$ cat src/hdl/hsv2rgb_pkg.sv
// Widths, sector codes, stage payload types and the hue split function
// for the HSV to RGB converter. Depends on nothing.
`default_nettype none

package hsv2rgb_pkg;

    localparam int HUE_W       = 9;
    localparam int FRAC_W      = 9;
    localparam int CHAN_W      = 8;
    localparam int REM_W       = 6;
    localparam int WGT_W       = 16;
    localparam int NUM_W       = 24;
    localparam int HUE_FULL    = 360;
    localparam int SECTOR_DEG  = 60;
    localparam int FRAC_ONE    = 256;
    localparam int WGT_ONE     = FRAC_ONE * SECTOR_DEG;
    localparam int CHAN_MAX    = 255;
    // 255 / (256*256*60) reduces to 17 / 2^18
    localparam int SCALE_MUL   = 17;
    localparam int SCALE_SHIFT = 18;

    // Hue sectors of 60 degrees each
    typedef enum logic [2:0] {
        SECT_RED_YELLOW   = 3'd0,
        SECT_YELLOW_GREEN = 3'd1,
        SECT_GREEN_CYAN   = 3'd2,
        SECT_CYAN_BLUE    = 3'd3,
        SECT_BLUE_MAGENTA = 3'd4,
        SECT_MAGENTA_RED  = 3'd5
    } sector_t;

    typedef struct packed {
        sector_t            sector;
        logic [REM_W-1:0]   rem;
    } hue_pos_t;

    typedef struct packed {
        sector_t            sector;
        logic [REM_W-1:0]   rem;
        logic [FRAC_W-1:0]  sat;
        logic [FRAC_W-1:0]  val;
        logic [CHAN_W-1:0]  alpha;
    } sect_t;

    typedef struct packed {
        logic signed [WGT_W-1:0] w_red;
        logic signed [WGT_W-1:0] w_green;
        logic signed [WGT_W-1:0] w_blue;
        logic [FRAC_W-1:0]       val;
        logic [CHAN_W-1:0]       alpha;
    } wgt_t;

    typedef struct packed {
        logic signed [NUM_W-1:0] n_red;
        logic signed [NUM_W-1:0] n_green;
        logic signed [NUM_W-1:0] n_blue;
        logic [CHAN_W-1:0]       alpha;
    } num_t;

    // Wrap the hue once, then find sector and offset inside it by compares
    function automatic hue_pos_t hue_split(input logic [HUE_W-1:0] hue);
        logic [HUE_W-1:0] h;
        hue_pos_t         res;
        h = (hue >= HUE_W'(HUE_FULL)) ? hue - HUE_W'(HUE_FULL) : hue;
        if (h >= HUE_W'(5 * SECTOR_DEG))
        begin
            res.sector = SECT_MAGENTA_RED;
            h = h - HUE_W'(5 * SECTOR_DEG);
        end
        else if (h >= HUE_W'(4 * SECTOR_DEG))
        begin
            res.sector = SECT_BLUE_MAGENTA;
            h = h - HUE_W'(4 * SECTOR_DEG);
        end
        else if (h >= HUE_W'(3 * SECTOR_DEG))
        begin
            res.sector = SECT_CYAN_BLUE;
            h = h - HUE_W'(3 * SECTOR_DEG);
        end
        else if (h >= HUE_W'(2 * SECTOR_DEG))
        begin
            res.sector = SECT_GREEN_CYAN;
            h = h - HUE_W'(2 * SECTOR_DEG);
        end
        else if (h >= HUE_W'(SECTOR_DEG))
        begin
            res.sector = SECT_YELLOW_GREEN;
            h = h - HUE_W'(SECTOR_DEG);
        end
        else
        begin
            res.sector = SECT_RED_YELLOW;
        end
        res.rem = h[REM_W-1:0];
        return res;
    endfunction

endpackage

`default_nettype wire

$ cat src/hdl/hsv2rgb_sector.sv
// Stage 1: hue wrap and split into sector and offset, registered.
// Depends on hsv2rgb_pkg.
`default_nettype none

module hsv2rgb_sector import hsv2rgb_pkg::*;
(
    input  wire logic              clk,
    input  wire logic              rst_n,
    input  wire logic              in_valid,
    output logic                   in_ready,
    input  wire logic [HUE_W-1:0]  hue_deg,
    input  wire logic [FRAC_W-1:0] saturation,
    input  wire logic [FRAC_W-1:0] brightness,
    input  wire logic [CHAN_W-1:0] alpha_in,
    output logic                   out_valid,
    input  wire logic              out_ready,
    output sect_t                  out_data
);

    logic     valid_reg;
    sect_t    data_reg;
    sect_t    data_next;
    hue_pos_t pos;

    assign in_ready = !valid_reg || out_ready;

    always_comb
    begin
        pos              = hue_split(hue_deg);
        data_next.sector = pos.sector;
        data_next.rem    = pos.rem;
        data_next.sat    = saturation;
        data_next.val    = brightness;
        data_next.alpha  = alpha_in;
    end

    always_ff @(posedge clk or negedge rst_n)
    begin
        if (!rst_n)
            valid_reg <= 1'b0;
        else if (in_ready)
            valid_reg <= in_valid;
    end

    always_ff @(posedge clk)
    begin
        if (in_ready && in_valid)
            data_reg <= data_next;
    end

    assign out_valid = valid_reg;
    assign out_data  = data_reg;

endmodule

`default_nettype wire

$ cat src/hdl/hsv2rgb_weight.sv
// Stage 2: p, q and t weights from saturation and offset, routed per sector.
// Depends on hsv2rgb_pkg.
`default_nettype none

module hsv2rgb_weight import hsv2rgb_pkg::*;
(
    input  wire logic  clk,
    input  wire logic  rst_n,
    input  wire logic  in_valid,
    output logic       in_ready,
    input  wire sect_t in_data,
    output logic       out_valid,
    input  wire logic  out_ready,
    output wgt_t       out_data
);

    logic                        valid_reg;
    wgt_t                        data_reg;
    wgt_t                        data_next;
    logic [REM_W-1:0]            rem_inv;
    logic [FRAC_W+REM_W-1:0]     sat_rem;
    logic [FRAC_W+REM_W-1:0]     sat_inv;
    logic signed [FRAC_W:0]      one_minus_sat;
    logic signed [WGT_W:0]       wp_full;
    logic signed [WGT_W:0]       wq_full;
    logic signed [WGT_W:0]       wt_full;
    logic signed [WGT_W-1:0]     wp;
    logic signed [WGT_W-1:0]     wq;
    logic signed [WGT_W-1:0]     wt;
    logic signed [WGT_W-1:0]     wv;

    assign in_ready = !valid_reg || out_ready;

    always_comb
    begin
        rem_inv       = REM_W'(SECTOR_DEG) - in_data.rem;
        sat_rem       = (FRAC_W+REM_W)'(in_data.sat) * (FRAC_W+REM_W)'(in_data.rem);
        sat_inv       = (FRAC_W+REM_W)'(in_data.sat) * (FRAC_W+REM_W)'(rem_inv);
        one_minus_sat = (FRAC_W+1)'(FRAC_ONE) - (FRAC_W+1)'(in_data.sat);
        wp_full       = (WGT_W+1)'(one_minus_sat) * (WGT_W+1)'(SECTOR_DEG);
        wq_full       = (WGT_W+1)'(WGT_ONE) - (WGT_W+1)'(sat_rem);
        wt_full       = (WGT_W+1)'(WGT_ONE) - (WGT_W+1)'(sat_inv);
        wp            = wp_full[WGT_W-1:0];
        wq            = wq_full[WGT_W-1:0];
        wt            = wt_full[WGT_W-1:0];
        wv            = WGT_W'(WGT_ONE);

        data_next.val   = in_data.val;
        data_next.alpha = in_data.alpha;
        case (in_data.sector)
            SECT_RED_YELLOW:
            begin
                data_next.w_red = wv; data_next.w_green = wt; data_next.w_blue = wp;
            end
            SECT_YELLOW_GREEN:
            begin
                data_next.w_red = wq; data_next.w_green = wv; data_next.w_blue = wp;
            end
            SECT_GREEN_CYAN:
            begin
                data_next.w_red = wp; data_next.w_green = wv; data_next.w_blue = wt;
            end
            SECT_CYAN_BLUE:
            begin
                data_next.w_red = wp; data_next.w_green = wq; data_next.w_blue = wv;
            end
            SECT_BLUE_MAGENTA:
            begin
                data_next.w_red = wt; data_next.w_green = wp; data_next.w_blue = wv;
            end
            default:
            begin
                data_next.w_red = wv; data_next.w_green = wp; data_next.w_blue = wq;
            end
        endcase
    end

    always_ff @(posedge clk or negedge rst_n)
    begin
        if (!rst_n)
            valid_reg <= 1'b0;
        else if (in_ready)
            valid_reg <= in_valid;
    end

    always_ff @(posedge clk)
    begin
        if (in_ready && in_valid)
            data_reg <= data_next;
    end

    assign out_valid = valid_reg;
    assign out_data  = data_reg;

endmodule

`default_nettype wire

$ cat src/hdl/hsv2rgb_product.sv
// Stage 3: one value-times-weight multiplier per channel, registered.
// Depends on hsv2rgb_pkg.
`default_nettype none

module hsv2rgb_product import hsv2rgb_pkg::*;
(
    input  wire logic clk,
    input  wire logic rst_n,
    input  wire logic in_valid,
    output logic      in_ready,
    input  wire wgt_t in_data,
    output logic      out_valid,
    input  wire logic out_ready,
    output num_t      out_data
);

    localparam int PROD_W = FRAC_W + 1 + WGT_W;

    logic valid_reg;
    num_t data_reg;
    num_t data_next;

    function automatic logic signed [NUM_W-1:0] scale_val(
        input logic [FRAC_W-1:0]       val,
        input logic signed [WGT_W-1:0] w
    );
        logic signed [FRAC_W:0]  sval;
        logic signed [PROD_W-1:0] prod;
        sval = $signed({1'b0, val});
        prod = PROD_W'(sval) * PROD_W'(w);
        return prod[NUM_W-1:0];
    endfunction

    assign in_ready = !valid_reg || out_ready;

    always_comb
    begin
        data_next.n_red   = scale_val(in_data.val, in_data.w_red);
        data_next.n_green = scale_val(in_data.val, in_data.w_green);
        data_next.n_blue  = scale_val(in_data.val, in_data.w_blue);
        data_next.alpha   = in_data.alpha;
    end

    always_ff @(posedge clk or negedge rst_n)
    begin
        if (!rst_n)
            valid_reg <= 1'b0;
        else if (in_ready)
            valid_reg <= in_valid;
    end

    always_ff @(posedge clk)
    begin
        if (in_ready && in_valid)
            data_reg <= data_next;
    end

    assign out_valid = valid_reg;
    assign out_data  = data_reg;

endmodule

`default_nettype wire

$ cat src/hdl/hsv2rgb_scale.sv
// Stage 4 and output register: scale each numerator to 0..255 and clamp.
// Depends on hsv2rgb_pkg.
`default_nettype none

module hsv2rgb_scale import hsv2rgb_pkg::*;
(
    input  wire logic         clk,
    input  wire logic         rst_n,
    input  wire logic         in_valid,
    output logic              in_ready,
    input  wire num_t         in_data,
    output logic              out_valid,
    input  wire logic         out_ready,
    output logic [CHAN_W-1:0] red,
    output logic [CHAN_W-1:0] green,
    output logic [CHAN_W-1:0] blue,
    output logic [CHAN_W-1:0] alpha_out
);

    localparam int SCL_W = NUM_W + 4;
    localparam int QUO_W = SCL_W - SCALE_SHIFT;

    logic              valid_reg;
    logic [CHAN_W-1:0] red_reg;
    logic [CHAN_W-1:0] green_reg;
    logic [CHAN_W-1:0] blue_reg;
    logic [CHAN_W-1:0] alpha_reg;
    logic [CHAN_W-1:0] red_next;
    logic [CHAN_W-1:0] green_next;
    logic [CHAN_W-1:0] blue_next;

    // floor(17 * num / 2^18), zero for non-positive, clamp at full scale
    function automatic logic [CHAN_W-1:0] to_chan(input logic signed [NUM_W-1:0] num);
        logic [SCL_W-1:0] prod;
        logic [QUO_W-1:0] quo;
        logic [CHAN_W-1:0] res;
        prod = SCL_W'(num[NUM_W-2:0]) * SCL_W'(SCALE_MUL);
        quo  = prod[SCL_W-1:SCALE_SHIFT];
        if (num[NUM_W-1] || num == '0)
            res = '0;
        else if (quo > QUO_W'(CHAN_MAX))
            res = CHAN_W'(CHAN_MAX);
        else
            res = quo[CHAN_W-1:0];
        return res;
    endfunction

    assign in_ready = !valid_reg || out_ready;

    always_comb
    begin
        red_next   = to_chan(in_data.n_red);
        green_next = to_chan(in_data.n_green);
        blue_next  = to_chan(in_data.n_blue);
    end

    always_ff @(posedge clk or negedge rst_n)
    begin
        if (!rst_n)
            valid_reg <= 1'b0;
        else if (in_ready)
            valid_reg <= in_valid;
    end

    always_ff @(posedge clk)
    begin
        if (in_ready && in_valid)
        begin
            red_reg   <= red_next;
            green_reg <= green_next;
            blue_reg  <= blue_next;
            alpha_reg <= in_data.alpha;
        end
    end

    assign out_valid = valid_reg;
    assign red       = red_reg;
    assign green     = green_reg;
    assign blue      = blue_reg;
    assign alpha_out = alpha_reg;

endmodule

`default_nettype wire

$ cat src/hdl/hsv_to_rgb_converter.sv
// HSV to RGBA converter, top level: four pipeline stages in a row.
// Depends on hsv2rgb_pkg and the hsv2rgb_sector, _weight, _product, _scale stages.
`default_nettype none

// Converts one HSV pixel (hue in degrees, saturation and brightness as
// fractions of 256, where 256 is full scale) plus an alpha byte into one
// RGBA pixel. Hue 360 reads as 0, hues above 360 wrap once; saturation or
// brightness above full scale clamp each channel into 0..255. Zero
// saturation gives grey at the brightness level. The pipeline has four
// register stages (hue split, sector weights, value multiply, scale and
// clamp), and a result passes through them in that order before it can
// transfer out. A new pixel is taken on every clock: one pixel per
// cycle, sustained, as long as the output side takes results. Each stage
// holds its own valid bit and advances only when its successor can take
// the item, so a stall at the output fills the bubbles upstream first and
// then holds in_ready low; in_ready follows out_ready combinationally
// through the stage chain. No state survives between pixels.

module hsv_to_rgb_converter import hsv2rgb_pkg::*;
(
    input  wire logic              clk,
    input  wire logic              rst_n,
    input  wire logic              in_valid,
    output logic                   in_ready,
    input  wire logic [HUE_W-1:0]  hue_deg,
    input  wire logic [FRAC_W-1:0] saturation,
    input  wire logic [FRAC_W-1:0] brightness,
    input  wire logic [CHAN_W-1:0] alpha_in,
    output logic                   out_valid,
    input  wire logic              out_ready,
    output logic [CHAN_W-1:0]      red,
    output logic [CHAN_W-1:0]      green,
    output logic [CHAN_W-1:0]      blue,
    output logic [CHAN_W-1:0]      alpha_out
);

    // Stage-to-stage handshakes and payloads
    logic  sect_valid;
    logic  sect_ready;
    sect_t sect_data;
    logic  wgt_valid;
    logic  wgt_ready;
    wgt_t  wgt_data;
    logic  num_valid;
    logic  num_ready;
    num_t  num_data;

    // Wrap the hue and split it into a 60-degree sector and an offset
    hsv2rgb_sector u_sector (
        .clk        (clk),
        .rst_n      (rst_n),
        .in_valid   (in_valid),
        .in_ready   (in_ready),
        .hue_deg    (hue_deg),
        .saturation (saturation),
        .brightness (brightness),
        .alpha_in   (alpha_in),
        .out_valid  (sect_valid),
        .out_ready  (sect_ready),
        .out_data   (sect_data)
    );

    // Build the p, q, t weights and route them to red, green, blue
    hsv2rgb_weight u_weight (
        .clk       (clk),
        .rst_n     (rst_n),
        .in_valid  (sect_valid),
        .in_ready  (sect_ready),
        .in_data   (sect_data),
        .out_valid (wgt_valid),
        .out_ready (wgt_ready),
        .out_data  (wgt_data)
    );

    // Multiply each weight by the brightness
    hsv2rgb_product u_product (
        .clk       (clk),
        .rst_n     (rst_n),
        .in_valid  (wgt_valid),
        .in_ready  (wgt_ready),
        .in_data   (wgt_data),
        .out_valid (num_valid),
        .out_ready (num_ready),
        .out_data  (num_data)
    );

    // Scale to 8-bit channels, clamp, and hold the result for transfer
    hsv2rgb_scale u_scale (
        .clk       (clk),
        .rst_n     (rst_n),
        .in_valid  (num_valid),
        .in_ready  (num_ready),
        .in_data   (num_data),
        .out_valid (out_valid),
        .out_ready (out_ready),
        .red       (red),
        .green     (green),
        .blue      (blue),
        .alpha_out (alpha_out)
    );

endmodule

`default_nettype wire

$ cat config.mk
export PLATFORM = sky130hd
export DESIGN_NAME = hsv_to_rgb_converter
export DESIGN_NICKNAME = d
export VERILOG_FILES = /design/src/hdl/hsv2rgb_pkg.sv /design/src/hdl/hsv2rgb_sector.sv /design/src/hdl/hsv2rgb_weight.sv /design/src/hdl/hsv2rgb_product.sv /design/src/hdl/hsv2rgb_scale.sv /design/src/hdl/hsv_to_rgb_converter.sv
export SDC_FILE = /design/constraint.sdc
export NUM_CORES = 2
export LEC_CHECK = 0
export CORE_UTILIZATION = 55
export DETAILED_ROUTE_END_ITERATION = 6
export DONT_BUFFER_PORTS = 1
export PLACE_DENSITY_LB_ADDON = 0.08
export SLEW_MARGIN = 20
export SYNTH_ARGS = -nofsm -noshare
export SYNTH_HDL_FRONTEND = slang
export SYNTH_SLANG_ARGS = --single-unit
$ cat constraint.sdc
create_clock -name clk -period 15.3 [get_ports clk]
set_clock_uncertainty 0.2 [all_clocks]
set_input_delay 2.295 -clock clk [delete_from_list [all_inputs] [get_ports clk]]
set_output_delay 2.295 -clock clk [all_outputs]
set_load 0.005 [all_outputs]
==> results_dict.tcl <==
set metrics [dict create \
    outcome "completed" \
    rr_endpoint "u_weight.out_data[47]" \
    finalCritPeriodShare_pct 40.81 \
    worstPathMaxFanout 10 \
    drtIter0Drc 1272 \
    path_cells "inv_1 -> ha_1 -> nor2_1 -> xnor2_1 -> nand2_1 -> fa_1 -> inv_1 -> fa_1 -> fa_1 -> inv_1 -> ha_1 -> ha_1 -> o21a_1 -> o31a_1 -> o211ai_1 -> a21oi_1 -> a2111oi_1 -> a21oi_1 -> xnor2_1 -> o221ai_1" \
    drv_slew 0 \
    grt_pass1_vias 22916 \
    clk_pin_slew_ns 0.06 \
    setup.worst_path.class "register to register" \
    critPathSlowestCell "xnor2_1" \
    netlist_area_um2 30960 \
    grt_start_max_net_pins 63 \
    synth_edf_count 212 \
    max_slew_margin_pct 22.77 \
    maxCapViolCount 0 \
    vias 21701 \
    whs_path_depth 0 \
    cts_buffers 27 \
    clock_latency_ns 0.58 \
    synth_nets 3983 \
    ys_seq_area_share_pct 20.88 \
    max_freq_mhz 160.2 \
    instances_no_fill 3880 \
    clockBufferDepth 3 \
    die_height_um 239.3 \
    hold_buffers 0 \
    dp.cells 3830 \
    cts_root_buffer "clkbuf_16" \
    design_area_um2 32610 \
    routed_wl_um 70120 \
    synthDistinctLibCells 86 \
    drive_above_1_share_pct 2.969 \
    gp_congestion 0.9383 \
    rsz0062_at_grt "false" \
    drc 0 \
    period_needed_ns 6.244 \
    place_area_um2 31710 \
    dr.pass1.iters 5 \
    initial_utilization_pct 55.99 \
    max_stage_delay_ns 0.62 \
    final_nets 3942 \
    async_flop_share_pct 1.852 \
    critPathArrivalTime_ns 6.33 \
    gr-total-overflow 0 \
    antenna_found_initial 1 \
    tritoncts "done" \
    clkSinkCount 216 \
    wl_per_cell_um 18.07 \
    syn_inst 3152 \
    setup.worst_path.end_class "register" \
    viasPerCell 5.593 \
    rows 86 \
    layout_commonest_cell "inv_1" \
    fin_hold_ws_ns 0.2148 \
    cts-resized-gates 0 \
    coreArea_um2 55310 \
    worstPathRequired_ns 15.39 \
    cp_top_family "adder cells" \
    port_buffers 0 \
    ys_ff_latch 216 \
    antenna_cells 0 \
    synth_warnings 0 \
    area_growth_syn_to_layout_pct 5.326 \
    grt.total_usage_pct 25.31 \
    dieArea_um2 57250 \
    hold_path_class "register to register" \
    largest_reg_flops 80 \
    max_slew.worst_pin.slew_ns 1.154 \
    cp-start-kind "register" \
    synth_area_per_cell_um2 9.824 \
    final_cell_mix "542 x inv_1, 417 x fa_1, 375 x ha_1, 339 x and2_1, 283 x nand2_1" \
    cts_setup_buffers 0 \
    setup_viol 0 \
    synth-main-ff-cell "edfxtp_1" \
    tns_ns 0 \
    reg2reg_setup_slack_ns 9.06 \
    die_w_um 239.3 \
    ios 73 \
    ff2ff_path_depth 20 \
    hp-start "u_weight.out_data[2]" \
    grt_pass1_wl_um 115600 \
    worstReg2RegStart "u_sector.out_data[27]" \
    finalHoldViolCount 0 \
    crit_buf_inv 3 \
    min_to "u_product.out_data[2]" \
    post-dp-hpwl_um 55550 \
    ant_nets 0 \
    htreeDepth 1 \
]
[layout make-up]
type / count / area [µm²]
clock buffer: 33 / 698.2
clock inverter: 17 / 205.2
fill: 4817 / 22690
inverter: 544 / 2042
multi-input combinational: 2306 / 22150
sequential: 216 / 6466
tap: 748 / 935.9
timing repair buffer: 16 / 120.1
[logic make-up (layout without fill, tap and decap cells)]
family / after synthesis / count (layout) / synth area share, %
flops: 216 / 216 / 20.88
mux: 6 / 6 / 0.2020
buf+inv: 630 / 610 / 7.637
xor+xnor: 143 / 143 / 4.045
fa+ha+maj: 792 / 792 / 42.11
simple gates: 917 / 917 / 15.37
compound gates: 448 / 448 / 9.754
[synthesized netlist by cell type (18+ instances only)]
library cell,n,share of area [%]
inv_1,542,6.6
fa_1,417,27
ha_1,375,15
and2_1,342,6.9
nand2_1,283,3.4
edfxtp_1,212,21
a21oi_1,114,1.8
xnor2_1,108,3.1
nor2_1,107,1.3
clkbuf_1,84,1.0
o21ai_0,63,1.0
a21o_1,41,0.99
xor2_1,35,0.99
o21a_1,32,0.78
nor3_1,30,0.48
nand3_1,24,0.39
o22ai_1,24,0.48
nand2b_1,19,0.38
nand4_1,19,0.38
o211ai_1,19,0.46
a211oi_1,18,0.44
or3_1,18,0.36
[metal layers]
metal	global-route usage, %	vias to the layer above	part of all wire [%]
met5	0	-	0.019
met4	8.159	2	3.1
met3	2.731	102	4.0
met2	42.72	487	47
met1	34.13	10847	46
li1	-	10263	-
[worst max-delay path by stage]
stage                                from  cells past startpoint  slack (ns)                     end
floorplan           u_weight.out_data[10]                     20        9.64  u_product.out_data[55]
global placement    u_sector.out_data[27]                     20        9.24   u_weight.out_data[31]
detailed placement  u_sector.out_data[27]                     20        9.13   u_weight.out_data[47]
CTS                 u_sector.out_data[27]                     20        9.07   u_weight.out_data[47]
global route        u_sector.out_data[27]                     20        8.66   u_weight.out_data[63]
finish              u_sector.out_data[27]                     20        9.06   u_weight.out_data[47]
[worst register-to-register path: stages, from the launching register on]
cell	delay [ns]
edfxtp_1	0.51
inv_1	0.16
ha_1	0.20
nor2_1	0.07
xnor2_1	0.62
nand2_1	0.17
fa_1	0.53
inv_1	0.05
fa_1	0.45
fa_1	0.49
inv_1	0.04
ha_1	0.27
ha_1	0.34
o21a_1	0.20
o31a_1	0.13
o211ai_1	0.24
a21oi_1	0.11
a2111oi_1	0.57
a21oi_1	0.16
xnor2_1	0.30
o221ai_1	0.15
[per-stage QoR]
| step | utilization (%) | setup slack, ns |
|---|---|---|
| floorplan | - | 9.642 |
| global placement | 57.33 | 9.241 |
| detailed placement | 57.33 | 9.132 |
| CTS | 58.97 | 9.074 |
| global route | 58.97 | 8.659 |
| finish | 58.97 | 9.056 |
Power is left out: the tool's default activity adds up to more than one toggle a clock period on the data nets, which glitch-free logic cannot reach.
